## src/rtl/iwt_pkg.sv

```systemverilog
// Shared constants, types and command/status structs for the integer-to-words block.
package iwt_pkg;

	localparam int VALUE_W = 31;
	localparam int DIGITS  = 10;
	localparam int BCD_W   = 4 * DIGITS;
	localparam int GROUPS  = 4;
	localparam int GRP_W   = 2;
	localparam int CNT_W   = $clog2(VALUE_W);
	localparam int WORD_W  = 5;

	localparam logic [WORD_W-1:0] WORD_ZERO    = 5'd0;
	localparam logic [WORD_W-1:0] WORD_TEN     = 5'd10;
	localparam logic [WORD_W-1:0] WORD_TWENTY  = 5'd20;
	localparam logic [WORD_W-1:0] WORD_HUNDRED = 5'd28;

	typedef enum logic [3:0] {
		ST_IDLE,
		ST_CONV,
		ST_SCAN,
		ST_ZERO,
		ST_HDIG,
		ST_HWORD,
		ST_TAIL,
		ST_ONES,
		ST_SCALE
	} state_t;

	typedef enum logic [2:0] {
		SEL_ZERO,
		SEL_HDIG,
		SEL_HWORD,
		SEL_TAIL,
		SEL_ONES,
		SEL_SCALE
	} sel_t;

	typedef struct packed {
		logic             load;
		logic             shift;
		logic             emit;
		logic             last;
		sel_t             sel;
		logic [GRP_W-1:0] grp;
	} dp_cmd_t;

	typedef struct packed {
		logic [GROUPS-1:0] grp_nz;
		logic [GROUPS-1:0] hund_nz;
		logic [GROUPS-1:0] tail_nz;
		logic [GROUPS-1:0] pair;
	} dp_stat_t;

endpackage

```

## src/rtl/iwt_dp.sv

```systemverilog
// Datapath: shift-and-add-3 binary to BCD converter, group flags and word output register.
module iwt_dp (
	input  logic                         clk,
	input  logic                         arst_n,
	input  iwt_pkg::dp_cmd_t             cmd,
	input  logic [iwt_pkg::VALUE_W-1:0]  value,
	output iwt_pkg::dp_stat_t            stat,
	output logic                         strobe,
	output logic [iwt_pkg::WORD_W-1:0]   word,
	output logic                         last
);

	logic [iwt_pkg::VALUE_W-1:0] bin_q;
	logic [iwt_pkg::BCD_W-1:0]   bcd_q;
	logic [iwt_pkg::BCD_W-1:0]   bcd_adj;
	logic [3:0]                  dig_h [iwt_pkg::GROUPS];
	logic [3:0]                  dig_t [iwt_pkg::GROUPS];
	logic [3:0]                  dig_o [iwt_pkg::GROUPS];
	logic [3:0]                  h;
	logic [3:0]                  t;
	logic [3:0]                  o;
	logic [iwt_pkg::WORD_W-1:0]  word_d;
	logic [iwt_pkg::WORD_W-1:0]  word_q;
	logic                        strobe_q;
	logic                        last_q;

	// add 3 to every digit of 5 or more before the shift
	always_comb begin
		for (int i = 0; i < iwt_pkg::DIGITS; i++) begin
			if (bcd_q[4*i +: 4] >= 4'd5) begin
				bcd_adj[4*i +: 4] = bcd_q[4*i +: 4] + 4'd3;
			end else begin
				bcd_adj[4*i +: 4] = bcd_q[4*i +: 4];
			end
		end
	end

	always_ff @(posedge clk) begin
		if (cmd.load) begin
			bin_q <= value;
			bcd_q <= '0;
		end else if (cmd.shift) begin
			bin_q <= {bin_q[iwt_pkg::VALUE_W-2:0], 1'b0};
			bcd_q <= {bcd_adj[iwt_pkg::BCD_W-2:0], bin_q[iwt_pkg::VALUE_W-1]};
		end
	end

	// digits per group; the billion group has only a ones digit
	always_comb begin
		for (int g = 0; g < iwt_pkg::GROUPS - 1; g++) begin
			dig_o[g] = bcd_q[12*g +: 4];
			dig_t[g] = bcd_q[12*g + 4 +: 4];
			dig_h[g] = bcd_q[12*g + 8 +: 4];
		end
		dig_o[iwt_pkg::GROUPS-1] = bcd_q[iwt_pkg::BCD_W-1 -: 4];
		dig_t[iwt_pkg::GROUPS-1] = 4'd0;
		dig_h[iwt_pkg::GROUPS-1] = 4'd0;
		for (int g = 0; g < iwt_pkg::GROUPS; g++) begin
			stat.hund_nz[g] = (dig_h[g] != 4'd0);
			stat.tail_nz[g] = (dig_t[g] != 4'd0) || (dig_o[g] != 4'd0);
			stat.pair[g]    = (dig_t[g] >= 4'd2) && (dig_o[g] != 4'd0);
			stat.grp_nz[g]  = stat.hund_nz[g] || stat.tail_nz[g];
		end
	end

	assign h = dig_h[cmd.grp];
	assign t = dig_t[cmd.grp];
	assign o = dig_o[cmd.grp];

	always_comb begin
		unique case (cmd.sel)
			iwt_pkg::SEL_ZERO:  word_d = iwt_pkg::WORD_ZERO;
			iwt_pkg::SEL_HDIG:  word_d = {1'b0, h};
			iwt_pkg::SEL_HWORD: word_d = iwt_pkg::WORD_HUNDRED;
			iwt_pkg::SEL_TAIL: begin
				if (t >= 4'd2) begin
					word_d = iwt_pkg::WORD_TWENTY - 5'd2 + {1'b0, t};
				end else if (t[0]) begin
					word_d = iwt_pkg::WORD_TEN + {1'b0, o};
				end else begin
					word_d = {1'b0, o};
				end
			end
			iwt_pkg::SEL_ONES:  word_d = {1'b0, o};
			iwt_pkg::SEL_SCALE: word_d = iwt_pkg::WORD_HUNDRED
				+ {{(iwt_pkg::WORD_W-iwt_pkg::GRP_W){1'b0}}, cmd.grp};
			default:            word_d = iwt_pkg::WORD_ZERO;
		endcase
	end

	always_ff @(posedge clk or negedge arst_n) begin
		if (!arst_n) begin
			strobe_q <= 1'b0;
			last_q   <= 1'b0;
		end else begin
			strobe_q <= cmd.emit;
			last_q   <= cmd.emit && cmd.last;
		end
	end

	always_ff @(posedge clk) begin
		if (cmd.emit) begin
			word_q <= word_d;
		end
	end

	assign strobe = strobe_q;
	assign word   = word_q;
	assign last   = last_q;

	a_zero_is_alone: assert property (@(posedge clk) disable iff (!arst_n)
		(strobe_q && $past(cmd.sel) == iwt_pkg::SEL_ZERO) |-> last_q)
		else $error("Zero word not marked last");

endmodule

```

## src/rtl/iwt_ctrl.sv

```systemverilog
// Controller: sequences conversion, group scan and word emission.
module iwt_ctrl (
	input  logic              clk,
	input  logic              arst_n,
	input  logic              start,
	input  iwt_pkg::dp_stat_t stat,
	output iwt_pkg::dp_cmd_t  cmd,
	output logic              busy
);

	iwt_pkg::state_t             st_q, st_d, in_next, first_ph;
	logic [iwt_pkg::GRP_W-1:0]   grp_q, grp_d, low_g, top_g, nxt_g;
	logic                        has_low, has_top;
	logic [iwt_pkg::CNT_W-1:0]   cnt_q, cnt_d;

	// highest nonzero group below the current one, and highest overall;
	// the scan starts at the top group, a finished group drops to the lower one
	always_comb begin
		low_g   = '0;
		has_low = 1'b0;
		top_g   = '0;
		has_top = 1'b0;
		for (int i = 0; i < iwt_pkg::GROUPS; i++) begin
			if (stat.grp_nz[i] && (i < int'(grp_q))) begin
				low_g   = iwt_pkg::GRP_W'(i);
				has_low = 1'b1;
			end
			if (stat.grp_nz[i]) begin
				top_g   = iwt_pkg::GRP_W'(i);
				has_top = 1'b1;
			end
		end
		nxt_g = (st_q == iwt_pkg::ST_SCAN) ? top_g : low_g;
	end

	// first phase of the group that is about to start
	always_comb begin
		if (stat.hund_nz[nxt_g]) begin
			first_ph = iwt_pkg::ST_HDIG;
		end else if (stat.tail_nz[nxt_g]) begin
			first_ph = iwt_pkg::ST_TAIL;
		end else begin
			first_ph = iwt_pkg::ST_SCALE;
		end
	end

	always_ff @(posedge clk or negedge arst_n) begin
		if (!arst_n) begin
			st_q  <= iwt_pkg::ST_IDLE;
			grp_q <= '0;
			cnt_q <= '0;
		end else begin
			st_q  <= st_d;
			grp_q <= grp_d;
			cnt_q <= cnt_d;
		end
	end

	always_comb begin
		st_d      = st_q;
		grp_d     = grp_q;
		cnt_d     = cnt_q;
		in_next   = iwt_pkg::ST_IDLE;
		cmd.load  = 1'b0;
		cmd.shift = 1'b0;
		cmd.emit  = 1'b0;
		cmd.last  = 1'b0;
		cmd.sel   = iwt_pkg::SEL_ZERO;
		cmd.grp   = grp_q;
		unique case (st_q)
			iwt_pkg::ST_IDLE: begin
				if (start) begin
					cmd.load = 1'b1;
					cnt_d    = '0;
					st_d     = iwt_pkg::ST_CONV;
				end
			end
			iwt_pkg::ST_CONV: begin
				cmd.shift = 1'b1;
				cnt_d     = cnt_q + 1'b1;
				if (cnt_q == iwt_pkg::CNT_W'(iwt_pkg::VALUE_W - 1)) begin
					st_d = iwt_pkg::ST_SCAN;
				end
			end
			iwt_pkg::ST_SCAN: begin
				if (has_top) begin
					grp_d = top_g;
					st_d  = first_ph;
				end else begin
					st_d = iwt_pkg::ST_ZERO;
				end
			end
			iwt_pkg::ST_ZERO: begin
				cmd.emit = 1'b1;
				cmd.last = 1'b1;
				cmd.sel  = iwt_pkg::SEL_ZERO;
				st_d     = iwt_pkg::ST_IDLE;
			end
			default: begin
				cmd.emit = 1'b1;
				priority case (st_q)
					iwt_pkg::ST_HDIG: begin
						cmd.sel = iwt_pkg::SEL_HDIG;
						in_next = iwt_pkg::ST_HWORD;
					end
					iwt_pkg::ST_HWORD: begin
						cmd.sel = iwt_pkg::SEL_HWORD;
						if (stat.tail_nz[grp_q]) begin
							in_next = iwt_pkg::ST_TAIL;
						end else if (grp_q != '0) begin
							in_next = iwt_pkg::ST_SCALE;
						end
					end
					iwt_pkg::ST_TAIL: begin
						cmd.sel = iwt_pkg::SEL_TAIL;
						if (stat.pair[grp_q]) begin
							in_next = iwt_pkg::ST_ONES;
						end else if (grp_q != '0) begin
							in_next = iwt_pkg::ST_SCALE;
						end
					end
					iwt_pkg::ST_ONES: begin
						cmd.sel = iwt_pkg::SEL_ONES;
						if (grp_q != '0) begin
							in_next = iwt_pkg::ST_SCALE;
						end
					end
					default: begin
						cmd.sel = iwt_pkg::SEL_SCALE;
					end
				endcase
				// group finished: move down to the next nonzero group or drop out
				if (in_next != iwt_pkg::ST_IDLE) begin
					st_d = in_next;
				end else if (has_low) begin
					grp_d = low_g;
					st_d  = first_ph;
				end else begin
					cmd.last = 1'b1;
					st_d     = iwt_pkg::ST_IDLE;
				end
			end
		endcase
	end

	assign busy = (st_q != iwt_pkg::ST_IDLE);

	a_last_ends_run: assert property (@(posedge clk) disable iff (!arst_n)
		(st_q == iwt_pkg::ST_IDLE && $past(st_q) != iwt_pkg::ST_IDLE) |-> $past(cmd.last))
		else $error("Run ended without a last word");

	a_last_is_emit: assert property (@(posedge clk) disable iff (!arst_n)
		cmd.last |-> (cmd.emit && st_d == iwt_pkg::ST_IDLE))
		else $error("Last flag outside an emitted final word");

	a_group_descends: assert property (@(posedge clk) disable iff (!arst_n)
		(cmd.emit && $past(cmd.emit)) |-> (grp_q <= $past(grp_q)))
		else $error("Group order went upward within a run");

endmodule

```

## src/rtl/integer_to_word_tokens.sv

```systemverilog
// Top level: spells a 31-bit unsigned integer as a run of English word codes.
//
// Pulse start with value while busy is low to begin a transaction; busy goes
// high on the next cycle and stays high until the final word has been issued. The value
// is converted to ten decimal digits by a shift-and-add-3 converter that takes
// one input bit per cycle, the scan state then picks the leading nonzero
// three-digit group, and then one word code is issued per cycle: strobe is high
// for exactly one cycle per word with the code on word, and last marks the final
// word of the run. The receiver cannot stall this block, so every strobed word
// must be taken in that cycle. Words run from the billion group down to the
// units group; zero groups give nothing, and a value of zero gives the single
// word Zero. A run holds 1 to 16 words. Busy stays high from the accepting edge
// until the final word is issued, so a new value is taken only after the previous
// run; the final word's strobe is registered and shows in the same cycle that busy
// goes low. Most of the busy time goes to the bit-serial conversion.
module integer_to_word_tokens (
	input  logic                        clk,
	input  logic                        arst_n,
	input  logic                        start,
	output logic                        busy,
	input  logic [iwt_pkg::VALUE_W-1:0] value,
	output logic                        strobe,
	output logic [iwt_pkg::WORD_W-1:0]  word,
	output logic                        last
);

	iwt_pkg::dp_cmd_t  cmd;
	iwt_pkg::dp_stat_t stat;

	// sequencer: conversion count, group walk, word phases
	iwt_ctrl u_ctrl (
		.clk    (clk),
		.arst_n (arst_n),
		.start  (start),
		.stat   (stat),
		.cmd    (cmd),
		.busy   (busy)
	);

	// converter, digit flags and registered word output
	iwt_dp u_dp (
		.clk    (clk),
		.arst_n (arst_n),
		.cmd    (cmd),
		.value  (value),
		.stat   (stat),
		.strobe (strobe),
		.word   (word),
		.last   (last)
	);

endmodule

```

## config.mk

```make
export PLATFORM = sky130hd
export DESIGN_NAME = integer_to_word_tokens
export DESIGN_NICKNAME = d
export VERILOG_FILES = /design/src/rtl/iwt_pkg.sv /design/src/rtl/iwt_dp.sv /design/src/rtl/iwt_ctrl.sv /design/src/rtl/integer_to_word_tokens.sv
export SDC_FILE = /design/constraint.sdc
export NUM_CORES = 1
export LEC_CHECK = 0
export BUFFER_PORTS_ARGS = -buffer_cell sky130_fd_sc_hd__buf_2
export CAP_MARGIN = 0
export CELL_PAD_IN_SITES_DETAIL_PLACEMENT = 0
export CELL_PAD_IN_SITES_GLOBAL_PLACEMENT = 1
export CORE_MARGIN = 5
export CORE_UTILIZATION = 42
export CTS_CLUSTER_DIAMETER = 120
export DETAILED_ROUTE_END_ITERATION = 10
export PLACE_DENSITY_LB_ADDON = 0.1
export SETUP_SLACK_MARGIN = 0.15
export SYNTH_ARGS = -nofsm -noshare
export SYNTH_HDL_FRONTEND = slang
export SYNTH_SLANG_ARGS = --single-unit
```

## constraint.sdc

```tcl
create_clock -name clk -period 2.3 [get_ports clk]
set_input_delay 0.345 -clock clk [delete_from_list [all_inputs] [get_ports clk]]
set_output_delay 0.345 -clock clk [all_outputs]
set_load 0.05 [all_outputs]
```

==> out/metrics.cfg <==
[placed_design]
io_buffers = 41
gp_congestion = 0.881
dp_slack_ns = 0.0457
hpwl_mm = 9.47

[worst_hold_path]
hold_class = in -> reg

[route]
drt_iter0_drc = 302
wirelength_mm = 13.5
drc_errors = 0
num_vias = 4582
vias_per_cell = 5.35
firstDrtPassIters = 5
wl_per_cell_um = 15.7
antenna_left = 0

[logic_synthesis]
ys_seq_area_frac = 0.416
ys_async_sr_fraction = 0.146
synthCells = 611
synth_enable_flop_cells = 36
synth.cell_area_um2 = 5300
ys.flop_type = dfxtp_1
yosys_warnings = 0
synth.distinct_cells = 56
syn_avg_cell_area_um2 = 8.68
synth_nets = 678
synth_seq_cells = 89

[global_route]
use_met1 = 0.260
grt_most_used_layer = met2
grt-ovfl-total = 0
grt_pass1_vias = 4134
grt_usage = 0.181
grt_start_max_net_pins = 61
antenna_found_initial = 0
grt_pass1_wl_mm = 21.2
grtUsageMet3 = 0.0263
use_met2 = 0.271

[sta]
slew_headroom = 0.707
fin_skew_ns = 0.00436
hold_viol = 0
tns_ns = 0
period_minus_slack_ns = 2.14
finalMaxSlewViolations = 0
rsz0062_at_grt = true
setup_viol = 0
clock.fmax_ghz = 0.467
fin_ws_ns = 0.160
min_period_over_period = 0.930
tightestPinTransition_ns = 0.435

[final_layout]
final_cell_mix = nand2_1, o21ai_0, nand3_1
syn_to_final_growth_pct = 22.3
diodes = 0
drive_gt1_frac = 0.242
layout_commonest_cell = nand2_1
nNetsFinal = 747

[pwr]
pwr-share-comb = 0.554
p_clk_frac = 0.144
sw_frac_of_total = 0.440
p_switching_mw = 4.52
p_leak_nw = 2.61
internal_power_mw = 5.74
vdd.ir_drop.worst_mv = 0.533
seqPwrFrac = 0.302
power_density_nw_per_um2 = 1580

[clock_network]
cts_max_level = 3
numCtsBuffers = 9
cts_root_buf = clkbuf_16
clk_latency_ns = 0.34
cts.clk_slew.worst_paths_ns = 0.06
cts_sinks = 89
cts_tree = built
cts_buffer_depth = 2

[floorplan]
fp.coreArea_um2 = 12500
ios = 42
row_count = 41
die_h_um = 122
die_area_um2 = 15000
die_w_um = 122
initial_utilization = 0.424

[flow_run]
drv_cap = 0

[setup_path]
worstPathArrival_ns = 2.37
start_kind = register
critical_path_class = reg -> reg
cp.required_ns = 2.53
crit_path_end_kind = register
critPathMaxFanout = 5

[run_status]
status = completed

[final timing paths]
| check | start | endpoint | slack (ns) | cells after the start |
|---|---|---|---|---|
| max | u_dp.bcd_q[25]$_SDFFE_PP0P_ | u_ctrl.grp_q[1]$_DFFE_PN0P_ | 0.16 | 7 |
| min | value[22] | u_dp.bin_q[22]$_DFFE_PP_ | 0.26 | 3 |
| max reg2reg | u_dp.bcd_q[25]$_SDFFE_PP0P_ | u_ctrl.grp_q[1]$_DFFE_PN0P_ | 0.16 | 7 |
| min reg2reg | u_dp.bin_q[30]$_DFFE_PP_ | u_dp.bcd_q[0]$_SDFFE_PP0P_ | 0.46 | 2 |
| max in group asynchronous | arst_n | u_ctrl.grp_q[0]$_DFFE_PN0P_ | 1.61 | 2 |
| min in group asynchronous | arst_n | u_ctrl.cnt_q[2]$_DFFE_PN0P_ | 0.43 | 2 |
[critical path, cell delays in order (launching register included)]
cell,delay (ns)
dfxtp_2,0.35
inv_2,0.09
ha_4,0.12
or3b_4,0.39
or3_4,0.44
a32oi_4,0.21
o21ai_2,0.12
mux2_4,0.31
[timing repair]
item                                   4_1_cts  5_1_grt
pin swaps                                    2        8
setup buffers                                1       11
resized for setup                           14       34
endpoints found under the hold margin       13        0
setup endpoints to repair                    7       11
hold buffers                                 1        0
[kinds of logic (layout without fill, tap and decap cells)]
family	count (synthesis)	in the layout	share of synthesized area
muxes	19	19	0.0500
DFF	89	89	0.416
xor gates and xnor gates	17	17	0.0281
and+or+nand+nor	250	250	0.224
buffers and inverters	59	133	0.0444
adders and majority gates	33	33	0.0779
AOI/OAI and AO/OA	144	144	0.160
[Yosys cell counts (2+ instances only)]
library cell	count	area (µm²)
nor2_1	38	143
a221oi_1	2	17.5
a32oi_1	3	26.3
mux2_2	3	33.8
nor4_1	7	43.8
a211oi_1	2	15.0
and3_1	4	25.0
mux4_2	4	90.1
o32ai_1	2	17.5
o21a_1	3	22.5
o31ai_1	10	75.1
ha_1	33	413
clkbuf_1	27	101
o2bb2ai_1	2	17.5
edfxtp_1	36	1080
buf_2	5	25.0
xor2_1	7	61.3
nor2b_1	2	12.5
nand3_1	47	235
and2_1	2	12.5
dfrtp_1	13	325
dfxtp_1	40	801
nor3b_1	11	82.6
nand4_1	4	25.0
a31oi_1	5	31.3
a21oi_1	43	215
nand2_1	112	420
xnor2_1	10	87.6
nand2b_1	13	81.3
or3b_4	2	22.5
mux2i_1	10	100
o21ai_0	59	295
o211ai_1	3	22.5
inv_1	25	93.8
[flip-flops by register name, indices dropped and copies added, names as in the netlist]
register and cells:
u_ctrl.grp_q 2, u_dp.last 1, u_ctrl.cnt_q 5, u_dp.strobe 1, u_dp.bcd_q 40, u_dp.word 5
u_ctrl.st_q 4, u_dp.bin_q 31
[metrics by stage]
step | hold WS [ns] | total power, mW | instances | area [µm²] | utilization
after detailed placement | 0.259 | 8.25 | 828 | 5930 | 0.474
after CTS | 0.242 | 9.85 | 846 | 6270 | 0.501
after global placement | 0.261 | 8.19 | 828 | 5930 | 0.474
after floorplan | 0.0494 | 6.73 | 611 | 5320 | -
after global routing | 0.247 | 11.0 | 857 | 6490 | 0.518
final | 0.256 | 10.3 | 857 | 6490 | 0.518
[layout make-up]
class / instances / area, µm²
Timing Repair Buffer: 92 / 636
Sequential cell: 89 / 2220
Multi-Input combinational cell: 463 / 3020
Tap cell: 172 / 215
Clock inverter: 5 / 57.6
Clock buffer: 11 / 233
Inverter: 25 / 100
Fill cell: 1207 / 6030
[power by group through the flow]
| stage | combinational, mW | sequential, mW | clock [mW] |
|---|---|---|---|
| after global routing | 6.24 | 3.18 | 1.56 |
| final | 5.68 | 3.10 | 1.48 |
| after floorplan | 3.62 | 3.11 | 0 |
| after detailed placement | 5.16 | 3.09 | 0 |
| after CTS | 5.27 | 3.08 | 1.51 |
| after global placement | 5.11 | 3.08 | 0 |
[metal layers]
layer	vias to the layer above	wire length (µm)
met5	-	0
met4	0	240
met3	14	571
met2	109	6090
met1	2164	6570
li1	2295	-
(Power assumes the default switching activity.)
